==> config.mk <==
export PLATFORM = sky130hd
export DESIGN_NAME = alternating_end_deque
export DESIGN_NICKNAME = d
export VERILOG_FILES = /design/src/hdl/aed_pkg.sv /design/src/hdl/aed_store.sv /design/src/hdl/aed_ctrl.sv /design/src/hdl/alternating_end_deque.sv
export VERILOG_INCLUDE_DIRS = /design/src /design/src/hdl
export SDC_FILE = /design/constraint.sdc
export NUM_CORES = 1
export LEC_CHECK = 0
export BUFFER_PORTS_ARGS = -buffer_cell sky130_fd_sc_hd__buf_2
export CAP_MARGIN = 40
export CORE_ASPECT_RATIO = 0.6
export CORE_MARGIN = 1.5
export CORE_UTILIZATION = 57
export DETAILED_ROUTE_END_ITERATION = 7
export PLACE_DENSITY = 0.76
export SLEW_MARGIN = 20
export SYNTH_ARGS = -nofsm -noshare
export SYNTH_HDL_FRONTEND = slang
export SYNTH_SLANG_ARGS = --single-unit
==> constraint.sdc <==
create_clock -name clk -period 5.5 [get_ports clk]
set_input_delay 0.55 -clock clk [delete_from_list [all_inputs] [get_ports clk]]
set_output_delay 0.55 -clock clk [all_outputs]
set_load 0.02 [all_outputs]
==> src/hdl/assert_macros.svh <==
// Assertion helpers; every user has clk and rst_n in scope.
`ifndef ASSERT_MACROS_SVH
`define ASSERT_MACROS_SVH

// Same-cycle implication.
`define AED_ASSERT_NOW(lbl, ante, cons, msg) \
  lbl: assert property (@(posedge clk) disable iff (!rst_n) (ante) |-> (cons)) \
    else $error(msg);

// Next-cycle implication.
`define AED_ASSERT_NEXT(lbl, ante, cons, msg) \
  lbl: assert property (@(posedge clk) disable iff (!rst_n) (ante) |=> (cons)) \
    else $error(msg);

`endif

==> src/hdl/aed_pkg.sv <==
`default_nettype none

package aed_pkg;

  localparam int CAP_W  = 5;
  localparam int ELEM_W = 8;
  localparam int OFS_W  = 4;

  localparam logic [CAP_W-1:0] CAP_RESET = 5'd16;

  typedef enum logic {
    CMD_PUSH = 1'b0,
    CMD_READ = 1'b1
  } cmd_t;

  typedef enum logic {
    SIDE_LEFT  = 1'b0,
    SIDE_RIGHT = 1'b1
  } side_t;

  // Per-item status that travels alongside the slot read data.
  typedef struct packed {
    logic             evicted;
    side_t            side;
    logic             is_read;
    logic             read_ok;
    logic [CAP_W-1:0] occupancy;
  } res_info_t;

endpackage

`default_nettype wire

==> src/hdl/aed_store.sv <==
`default_nettype none

module aed_store #(
  parameter int DEPTH = 16,
  parameter int IW    = 4
) (
  input  wire logic                      clk,
  input  wire logic                      we,
  input  wire logic [IW-1:0]             waddr,
  input  wire logic [aed_pkg::ELEM_W-1:0] wdata,
  input  wire logic                      re,
  input  wire logic [IW-1:0]             raddr,
  output logic      [aed_pkg::ELEM_W-1:0] rdata_r
);
  import aed_pkg::*;

  logic [ELEM_W-1:0] mem [DEPTH];

  // Read-before-write: an evicted byte is seen even if the same slot is refilled.
  always_ff @(posedge clk) begin
    if (re) begin
      rdata_r <= mem[raddr];
    end
    if (we) begin
      mem[waddr] <= wdata;
    end
  end

endmodule

`default_nettype wire

==> src/hdl/aed_ctrl.sv <==
`default_nettype none
`include "assert_macros.svh"

module aed_ctrl #(
  parameter int DEPTH = 16,
  parameter int IW    = 4
) (
  input  wire logic                       clk,
  input  wire logic                       rst_n,
  input  wire logic                       cfg_we,
  input  wire logic [aed_pkg::CAP_W-1:0]  cfg_cap,
  input  wire logic                       acc,
  input  wire aed_pkg::cmd_t              cmd,
  input  wire logic [aed_pkg::ELEM_W-1:0] elem,
  input  wire logic [aed_pkg::OFS_W-1:0]  offset,
  output logic                            mem_we,
  output logic      [IW-1:0]              mem_waddr,
  output logic      [aed_pkg::ELEM_W-1:0] mem_wdata,
  output logic      [IW-1:0]              mem_raddr,
  output aed_pkg::res_info_t              info
);
  import aed_pkg::*;

  localparam int AW = ((IW > CAP_W) ? IW : CAP_W) + 1;
  localparam logic [AW-1:0] DEPTH_A = AW'(DEPTH);

  logic [CAP_W-1:0] cap_r;
  logic [IW-1:0]    front_r, front_nxt;
  logic [IW-1:0]    rear_r, rear_nxt;
  logic [CAP_W-1:0] count_r, count_nxt;
  side_t            turn_r, turn_nxt;

  logic [AW-1:0] size, cap_a, front_a, rear_a;
  logic [AW-1:0] f1, r1, f2, r2, rd_sum, rd_addr, ev_addr;
  logic [CAP_W-1:0] c1;
  logic full, read_ok;

  function automatic logic [AW-1:0] wrap_inc(input logic [AW-1:0] x, input logic [AW-1:0] sz);
    logic [AW-1:0] y;
    y = x + AW'(1);
    return (y == sz) ? '0 : y;
  endfunction

  function automatic logic [AW-1:0] wrap_dec(input logic [AW-1:0] x, input logic [AW-1:0] sz);
    return (x == '0) ? (sz - AW'(1)) : (x - AW'(1));
  endfunction

  // Active ring size: capacity clamped to 1..DEPTH.
  always_comb begin
    cap_a = AW'(cap_r);
    if (cap_r == '0) begin
      size = AW'(1);
    end else if (cap_a > DEPTH_A) begin
      size = DEPTH_A;
    end else begin
      size = cap_a;
    end
  end

  always_comb begin
    front_a = AW'(front_r);
    rear_a  = AW'(rear_r);
    full    = (AW'(count_r) >= size);

    // Eviction: turn right drops the left end, turn left drops the right end.
    ev_addr = (turn_r == SIDE_LEFT) ? front_a : rear_a;
    f1 = (full && turn_r == SIDE_LEFT)  ? wrap_inc(front_a, size) : front_a;
    r1 = (full && turn_r == SIDE_RIGHT) ? wrap_dec(rear_a, size)  : rear_a;
    c1 = full ? (size[CAP_W-1:0] - CAP_W'(1)) : count_r;

    if (c1 == '0) begin
      f2 = '0;
      r2 = '0;
    end else if (turn_r == SIDE_LEFT) begin
      f2 = f1;
      r2 = wrap_inc(r1, size);
    end else begin
      f2 = wrap_dec(f1, size);
      r2 = r1;
    end

    // Read address: front + offset, one wrap (offset < count <= size).
    rd_sum  = front_a + AW'(offset);
    rd_addr = (rd_sum >= size) ? (rd_sum - size) : rd_sum;
    read_ok = ({1'b0, offset} < count_r);
  end

  // turn_r encodes the next push side: SIDE_LEFT code (0) means push right.
  // The named constant SIDE_RIGHT equals the code for "next push goes left".
  always_comb begin
    front_nxt = front_r;
    rear_nxt  = rear_r;
    count_nxt = count_r;
    turn_nxt  = turn_r;
    mem_we    = 1'b0;
    mem_waddr = r2[IW-1:0];
    mem_wdata = elem;
    mem_raddr = (cmd == CMD_READ) ? rd_addr[IW-1:0] : ev_addr[IW-1:0];

    if (acc && cmd == CMD_PUSH) begin
      front_nxt = f2[IW-1:0];
      rear_nxt  = r2[IW-1:0];
      count_nxt = c1 + CAP_W'(1);
      turn_nxt  = side_t'(~turn_r);
      mem_we    = 1'b1;
      mem_waddr = (turn_r == SIDE_LEFT) ? r2[IW-1:0] : f2[IW-1:0];
    end

    info.evicted   = (cmd == CMD_PUSH) && full;
    info.side      = turn_r;
    info.is_read   = (cmd == CMD_READ);
    info.read_ok   = (cmd == CMD_READ) && read_ok;
    info.occupancy = count_nxt;
  end

  always_ff @(posedge clk) begin
    if (!rst_n) begin
      cap_r   <= CAP_RESET;
      front_r <= '0;
      rear_r  <= '0;
      count_r <= '0;
      turn_r  <= SIDE_LEFT;
    end else if (cfg_we) begin
      cap_r   <= cfg_cap;
      front_r <= '0;
      rear_r  <= '0;
      count_r <= '0;
      turn_r  <= SIDE_LEFT;
    end else begin
      front_r <= front_nxt;
      rear_r  <= rear_nxt;
      count_r <= count_nxt;
      turn_r  <= turn_nxt;
    end
  end

  `AED_ASSERT_NOW(a_count_in_size, 1'b1, AW'(count_r) <= size, "occupancy above ring size")
  `AED_ASSERT_NOW(a_ptr_in_size, 1'b1, (AW'(front_r) < size) && (AW'(rear_r) < size), "index outside ring")
  `AED_ASSERT_NEXT(a_push_nonempty, acc && cmd == CMD_PUSH && !cfg_we, count_r != '0, "push left deque empty")

endmodule

`default_nettype wire

==> src/hdl/alternating_end_deque.sv <==
// Byte deque on a ring of slots whose pushes alternate ends: the first push
// after reset or after a capacity write goes to the rear (right), the next to
// the front (left), and so on. A push into a full deque first drops one byte,
// from the left when the turn is right and from the right when it is left,
// and reports it. A read item returns the byte at an offset from the front.
// Every item yields exactly one result item, in the cycle after acceptance;
// one item per cycle is sustained while out_tready is high, set by the pointer
// update and the one read port of the slot store. in_tready drops only while a
// result is held by out_tready low. cfg_ready is always high; a capacity write
// (1..DEPTH, 0 acts as 1, larger values as DEPTH) empties the deque and must be
// issued only while no item is in flight. Slots hold no reset value.
`default_nettype none

module alternating_end_deque #(
  parameter int DEPTH = 16
) (
  input  wire logic        clk,
  input  wire logic        rst_n,
  // configuration: capacity
  input  wire logic        cfg_valid,
  output logic             cfg_ready,
  input  wire logic [4:0]  cfg_data,
  // input items
  input  wire logic        in_tvalid,
  output logic             in_tready,
  input  wire logic [15:0] in_tdata,  // [7:0] elem, [11:8] offset, [15:12] zero
  input  wire logic [0:0]  in_tuser,  // [0] cmd: 0 push, 1 read
  // result items
  output logic             out_tvalid,
  input  wire logic        out_tready,
  output logic      [23:0] out_tdata  // [0] evicted, [1] evicted_side,
                                      // [9:2] evicted_value, [17:10] read_value,
                                      // [18] read_valid, [23:19] occupancy
);
  import aed_pkg::*;

  localparam int IW = (DEPTH > 1) ? $clog2(DEPTH) : 1;

  logic              acc;
  logic              cfg_we;
  logic              mem_we;
  logic [IW-1:0]     mem_waddr, mem_raddr;
  logic [ELEM_W-1:0] mem_wdata, rdata_r;
  res_info_t         info, info_r;
  logic              out_valid_r;
  logic [ELEM_W-1:0] ev_val, rd_val;

  assign cfg_ready = 1'b1;
  assign cfg_we    = cfg_valid;

  // The result register frees up in the same cycle it is taken downstream.
  assign in_tready = !out_valid_r || out_tready;
  assign acc       = in_tvalid && in_tready;

  aed_ctrl #(
    .DEPTH (DEPTH),
    .IW    (IW)
  ) u_ctrl (
    .clk       (clk),
    .rst_n     (rst_n),
    .cfg_we    (cfg_we),
    .cfg_cap   (cfg_data),
    .acc       (acc),
    .cmd       (cmd_t'(in_tuser[0])),
    .elem      (in_tdata[7:0]),
    .offset    (in_tdata[11:8]),
    .mem_we    (mem_we),
    .mem_waddr (mem_waddr),
    .mem_wdata (mem_wdata),
    .mem_raddr (mem_raddr),
    .info      (info)
  );

  // Slot store: read data is captured with the item and held while stalled.
  aed_store #(
    .DEPTH (DEPTH),
    .IW    (IW)
  ) u_store (
    .clk     (clk),
    .we      (mem_we),
    .waddr   (mem_waddr),
    .wdata   (mem_wdata),
    .re      (acc),
    .raddr   (mem_raddr),
    .rdata_r (rdata_r)
  );

  // Result register: status fields ride with the slot read data.
  always_ff @(posedge clk) begin
    if (!rst_n) begin
      out_valid_r <= 1'b0;
    end else if (acc) begin
      out_valid_r <= 1'b1;
    end else if (out_tready) begin
      out_valid_r <= 1'b0;
    end
  end

  always_ff @(posedge clk) begin
    if (acc) begin
      info_r <= info;
    end
  end

  // Fields that do not apply read as zero.
  assign ev_val = info_r.evicted ? rdata_r : '0;
  assign rd_val = info_r.read_ok ? rdata_r : '0;

  assign out_tvalid = out_valid_r;
  assign out_tdata  = {info_r.occupancy, info_r.read_ok, rd_val, ev_val,
                       (info_r.evicted && info_r.side == SIDE_RIGHT), info_r.evicted};

endmodule

`default_nettype wire
==> Word level (Yosys, flattened, before mapping) <==
Memory sizes are Yosys's and may differ from the RTL's. A register that Yosys moved wholly into a read port is not among the register bits.
Index checks and enable logic that the tools add are counted.
{ "word_totals": {"reg_bits": 28, "latchBits": 0, "mem_bits_rw": 128, "mem_bits_ro": 0, "inputBits": 27, "n_memories": 1} }
{ "mem_list": {"columns": ["memory", "words", "width", "read_ports", "rd_clocked_by_memory_dff", "wr", "line", "text"], "rows": [
  ["u_store.mem", 16, 8, 1, 1, 1, "aed_store.sv:17", "logic [ELEM_W-1:0] mem [DEPTH];"]
]} }
{ "op_classes": {"addsub": 9, "mul": 0, "div_mod_pow": 0, "magnitude_cmp": 4, "n_eq_ne": 2, "n_shift": 0, "n_mux": 26, "bitwise": 3, "reduce_logical": 15} }
{ "ops": {"columns": ["operator", "count"], "rows": [
  ["4-bit 2-to-1 mux", 11],
  ["6-bit 2-to-1 mux", 4],
  ["5-bit 2-to-1 mux", 4],
  ["8-bit 2-to-1 mux", 2],
  ["5-bit >= comparator", 2],
  ["5-bit zero test", 2],
  ["1-bit logical AND", 7],
  ["6-bit by 1-bit adder with 6-bit output (second input constant)", 1],
  ["6-bit by 5-bit equality test with 1-bit output", 1],
  ["6-bit zero test", 1],
  ["5-bit by 1-bit subtractor with 6-bit output (second input constant)", 1],
  ["4-bit by 1-bit adder with 5-bit output (second input constant)", 1],
  ["4-bit by 4-bit adder with 5-bit output", 1],
  ["5-bit by 1-bit adder with 5-bit output (second input constant)", 1],
  ["5-bit equality test", 1],
  ["5-bit greater-than comparator (second input constant)", 1],
  ["4-bit by 5-bit less-than comparator with 1-bit output", 1],
  ["1-bit 2-to-1 mux", 5],
  ["4-bit by 1-bit subtractor with 5-bit output (second input constant)", 1],
  ["5-bit by 1-bit subtractor with 5-bit output (second input constant)", 1],
  ["4-bit zero test", 1],
  ["4-bit by 1-bit subtractor with 4-bit output (second input constant)", 1],
  ["4-bit subtractor", 1],
  ["1-bit inverter", 3],
  ["4 further kinds", 4]
]} }

==> Depth between registers and ports, before layout <==
{ "depth": {"ltp_word": 13, "depth_mapped": 19} }

==> Cells and area by module <==
Synthesis repeated with hierarchy kept, for this count alone.
{ "unflattened": {"cells_unflattened": 617, "hier_area_um2": 8339.2} }
{ "modules_own_cells": {"columns": ["module", "instances", "cells_per_inst", "area_per_inst_um2", "seq_area_each_um2"], "rows": [
  ["aed_store", 1, 229, 5227.5, 4083.9],
  ["aed_ctrl", 1, 349, 2643.8, 380.4],
  ["alternating_end_deque", 1, 39, 467.9, 260.2]
]} }

==> Worst setup path before layout <==
No wires, ideal clock.
{ "synth_path": {"path_kind": "register to register", "from": "register u_ctrl.cap_r[4]", "to": "memory u_store.mem[5][0], enable pin", "setup_ns": 0.370, "t_arrival_ns": 4.130, "setup_slack_ns": 0.999, "path_stages_with_launch": 17, "path_buffers": 1, "path_cell_list": "dfxtp_1 > clkbuf_1 > inv_1 > ha_1 > a21o_1 > a311o_1 > nand2_1 > mux2i_1 > o21ai_0 > ha_1 > o2111ai_1 > xnor2_1 > o211ai_1 > a2111oi_4 > nor2_1 > or3b_1 > nor2_1"} }
{ "synth_between": {"elab_chain_cells": 13, "elab_cells_between_ends": 28} }
{ "synth_lines": {"columns": ["item", "line", "text"], "rows": [
  ["start, declared", "aed_ctrl.sv:27", "logic [CAP_W-1:0] cap_r;"],
  ["start signal, assigned", "aed_ctrl.sv:124", "cap_r <= cfg_cap;"],
  ["5-bit greater-than comparator", "aed_ctrl.sv:53", "end else if (cap_a > DEPTH_A) begin"],
  ["5-bit 2-to-1 mux", "aed_ctrl.sv:53", null],
  ["5-bit 2-to-1 mux (*)", "aed_ctrl.sv:51", "if (cap_r == '0) begin"],
  ["5-bit by 1-bit subtractor with 6-bit output / 5-bit >= comparator (equally long branches)", "aed_ctrl.sv:45, aed_ctrl.sv:63", null],
  ["6-bit 2-to-1 mux / 1-bit logical AND (equally long branches)", "aed_ctrl.sv:45, aed_ctrl.sv:68", null],
  ["6-bit 2-to-1 mux", "aed_ctrl.sv:68", "r1 = (full && turn_r == SIDE_RIGHT) ? wrap_dec(rear_a, size) : rear_a;"],
  ["6-bit by 1-bit adder with 6-bit output", "aed_ctrl.sv:40", "y = x + AW'(1);"],
  ["6-bit by 5-bit equality test with 1-bit output", "aed_ctrl.sv:41", "return (y == sz) ? '0 : y;"],
  ["4-bit 2-to-1 mux", "aed_ctrl.sv:41", null],
  ["4-bit 2-to-1 mux", "aed_ctrl.sv:74", "end else if (turn_r == SIDE_LEFT) begin"],
  ["4-bit 2-to-1 mux", "aed_ctrl.sv:71", "if (c1 == '0) begin"],
  ["4-bit 2-to-1 mux", "aed_ctrl.sv:106", "mem_waddr = (turn_r == SIDE_LEFT) ? r2[IW-1:0] : f2[IW-1:0];"],
  ["4-bit 2-to-1 mux (*)", "aed_ctrl.sv:100", "if (acc && cmd == CMD_PUSH) begin"],
  ["end, declared", "aed_store.sv:17", null]
]} }
Every way passes the cells marked *; elsewhere a longest branch is shown, timed or not.

==> Worst setup path in the final report <==
{ "layout_path": {"from": "register u_ctrl.cap_r[2]", "to": "memory u_store.mem[6][1], enable pin"} }
The elaborated chain is that of the path after synthesis.

==> run_results.csv <==
group,metric,value,unit
sta,fmax,190,MHz
floorplanning,rows,34,
sta,setup_viol,0,
setup_path,endpoint,"u_store.mem[6][1]",
cells_and_area,fin_util,66.7,%
setup_path,end_kind,"flip-flop",
setup_path,setup.worst_path.start,"u_ctrl.cap_r[2]",
clock_network,hold_buffers,0,
cells_and_area,multi_input_area,3520,µm²
power,total_power,3.02,mW
sta,worst_pin_slew,0.767,ns
clock_network,cts-buffers-inserted,17,
power,p_per_area,312,nW/µm²
floorplanning,io_pins,54,
cells_and_area,drive_gt1_share,15.8,%
cells_and_area,antenna_cells,0,
cells_and_area,seq_area,4720,µm²
sta,fin_crit,5.26,ns
clock_network,clk_pin_slew,0.07,ns
clock_network,cts_tree,"built",
power,p_sw_share,27.6,%
synth,synth_edf_count,144,
sta,finalSetupTns,0,ns
global_routing,antenna_found_initial,0,
clock_network,worstSkewPairLatency,0.43,ns
power,p_sw,0.832,mW
setup_path,r2r_start,"u_ctrl.cap_r[2]",
clock_network,cts_htree_levels,4,
setup_path,rr_worst_depth,19,
setup_path,r2r_setup_slack,0.24,ns
place,io_buffer_count,48,
setup_path,arrival,5.39,ns
power,comb_power_share,13.0,%
sta,rsz0062_at_grt,"no",
synth,async_reset_ff_share,0,%
synth,yosys_warnings,0,
synth,synthesis.nets,769,
cells_and_area,num-nets-final,827,
floorplanning,die_w,160,µm
sta,hold_viol_final,0,
synth,synth_common_cells,"144 x edfxtp_1, 96 x mux2i_1, 73 x nand2_1",
global_routing,grt_usage,26.5,%
synth,synthesis.area,8480,µm²
setup_path,startpoint_type,"flip-flop",
drt,drtIter0Drc,532,
synth,synth.most_common_cell,"edfxtp_1",
sta,hold-worst-slack,0.358,ns
synth,ys_seq_elements,164,
drt,wl_per_cell,20.5,µm
cells_and_area,syn_to_final_growth,14.1,%
global_routing,overflow,0,
sta,period_share,95.7,%
power,p_int,2.19,mW
drt,drcViolationCount,0,
drt,vias,5965,
power,leakagePower,3.94,nW
run,drv_cap,0,
global_routing,first_global_vias,5660,
setup_path,r2r-end,"u_store.mem[6][1]",
sta,timing.final.max_slew_violations,0,
drt,final_antenna_net_count,0,
floorplanning,core,14500,µm²
synth,ys_seq_area_share,55.7,%
drt,vias_per_cell,6.06,
sta,slew_headroom,48.6,%
outcome,status,"finished clean",
place,dp_hpwl,14300,µm
place,place_area,9030,µm²
floorplanning,die_h,97.5,µm
place,gp_congestion,0.901,
synth,synth_ff_type,"edfxtp_1",
synth,synth_cell_type_count,66,
cells_and_area,fin_area,9680,µm²
synth,synth_top_area_share,51.0,%
clock_network,clock_path_buffers,2,
floorplanning,start_util,58.5,%
drt,drt_pre_antenna_iters,7,
hold_path,hp-class,"primary input to flip-flop",
synth,yosysTopAreaCell,"edfxtp_1",
clock_network,root_buffer,"clkbuf_16",
power,seqPwrFrac,46.3,%
cells_and_area,nFillCells,1034,
clock_network,cts_sinks,164,
synth,ys_top_cells_by_area,"edfxtp_1 51%, mux2i_1 11%, dfxtp_1 4.7%",
sta,finClkSkew,0.0147,ns
drt,wirelength,20100,µm
power,clock_power_share,40.7,%
floorplanning,dieArea,15600,µm²
global_routing,grt_pass1_wl,31000,µm
synth,synth.avg_cell_area,11.9,µm²
setup_path,path_class,"flip-flop to flip-flop",
power,vdd_drop_max,0.229,mV
setup_path,critPathRequiredTime,5.62,ns
global_routing,grt_max_degree,65,
setup_path,crit_fanout,10,
synth,synth_cells,715,
## worst max-delay path, stage by stage (launching register included)
cell	delay (ns)
dfxtp_1	0.39
nor3_1	0.27
nor2_1	0.09
nor2_2	0.27
ha_1	0.29
nand2b_1	0.16
a311o_1	0.45
nand2_1	0.33
mux2i_1	0.22
o21ai_0	0.19
ha_1	0.31
o2111ai_1	0.13
xnor2_1	0.15
o211ai_1	0.19
a2111oi_4	0.39
buf_4	0.21
nor2_1	0.08
or3b_1	0.46
nor2_1	0.16
buf_4	0.20
## per-stage QoR
| step | setup slack [ns] | std cells |
|---|---|---|
| global placement | 0.384 | 949 |
| finish | 0.238 | 984 |
| global route | 0.0372 | 984 |
| CTS | 0.130 | 982 |
| detailed placement | 0.162 | 950 |
| floorplan | 0.999 | 715 |
## layout by cell type (no fill, tap or decap), types with 17 or more instances in the layout
master / count
edfxtp_1: 144
mux2i_1: 96
nand2_1: 73
buf_2: 48
nor2_1: 44
a21oi_1: 26
buf_4: 26
ha_1: 25
inv_1: 24
and2_1: 24
o21ai_0: 23
dfxtp_1: 20
a32oi_1: 17
clkbuf_16: 17
## power groups by stage
stage	Clock [mW]	Sequential (mW)	Combinational (mW)
floorplan	0	1.42	0.261
detailed placement	0	1.42	0.380
global route	1.29	1.40	0.422
global placement	0	1.42	0.371
CTS	1.24	1.40	0.383
finish	1.23	1.40	0.392
## flip-flops by register name, indices dropped and copies added, names as in the netlist
name and count:
info_r 1, out_tdata 7, out_tvalid 1, u_ctrl.cap_r 5
u_ctrl.count_r 5, u_ctrl.front_r 4, u_ctrl.rear_r 4, u_ctrl.turn_r 1
u_store.mem 128, u_store.rdata_r 8
## worst min path at each step
stage / startpoint / endpoint / slack (ns) / cells past startpoint
2_1_floorplan: u_ctrl.turn_r / info_r[7] / 0.40 / 0
3_3_place_gp: out_tvalid / out_tvalid / 0.50 / 2
3_5_place_dp: out_tvalid / out_tvalid / 0.53 / 2
4_1_cts: cfg_data[4] / u_ctrl.cap_r[4] / 0.34 / 3
5_1_grt: cfg_data[4] / u_ctrl.cap_r[4] / 0.37 / 3
6_report: cfg_data[4] / u_ctrl.cap_r[4] / 0.36 / 3
## repair_timing
action                                 4_1_cts  5_1_grt
gates resized for setup                      0        2
buffers inserted                             0        1
setup endpoints to repair                    0      119
endpoints found under the hold margin        0        0
## area by class of cell
class | instances | share of cell area, %
clock buffer | 17 | 4.40
clock inverter | 15 | 2.09
inverter | 25 | 0.970
multi-input combinational | 489 | 36.3
sequential | 164 | 48.8
tap | 198 | 2.56
timing repair buffer | 76 | 4.82
## kinds of logic after synthesis
family,synth area share [%]
mux,11.5
other cells,0.0442
fa+ha+maj,4.16
flops,55.7
xor+xnor,2.02
buf+inv,3.13
simple gates,12.6
compound gates,10.9
## metal layers
metal	vias up	track usage, %	wire, µm
met1	2881	39.8	9350
met5	-	0	0
met2	288	37.1	8300
li1	2775	-	-
met4	0	5.97	146
met3	21	8.92	2350
Note: power is estimated with default switching activity, not from simulation.
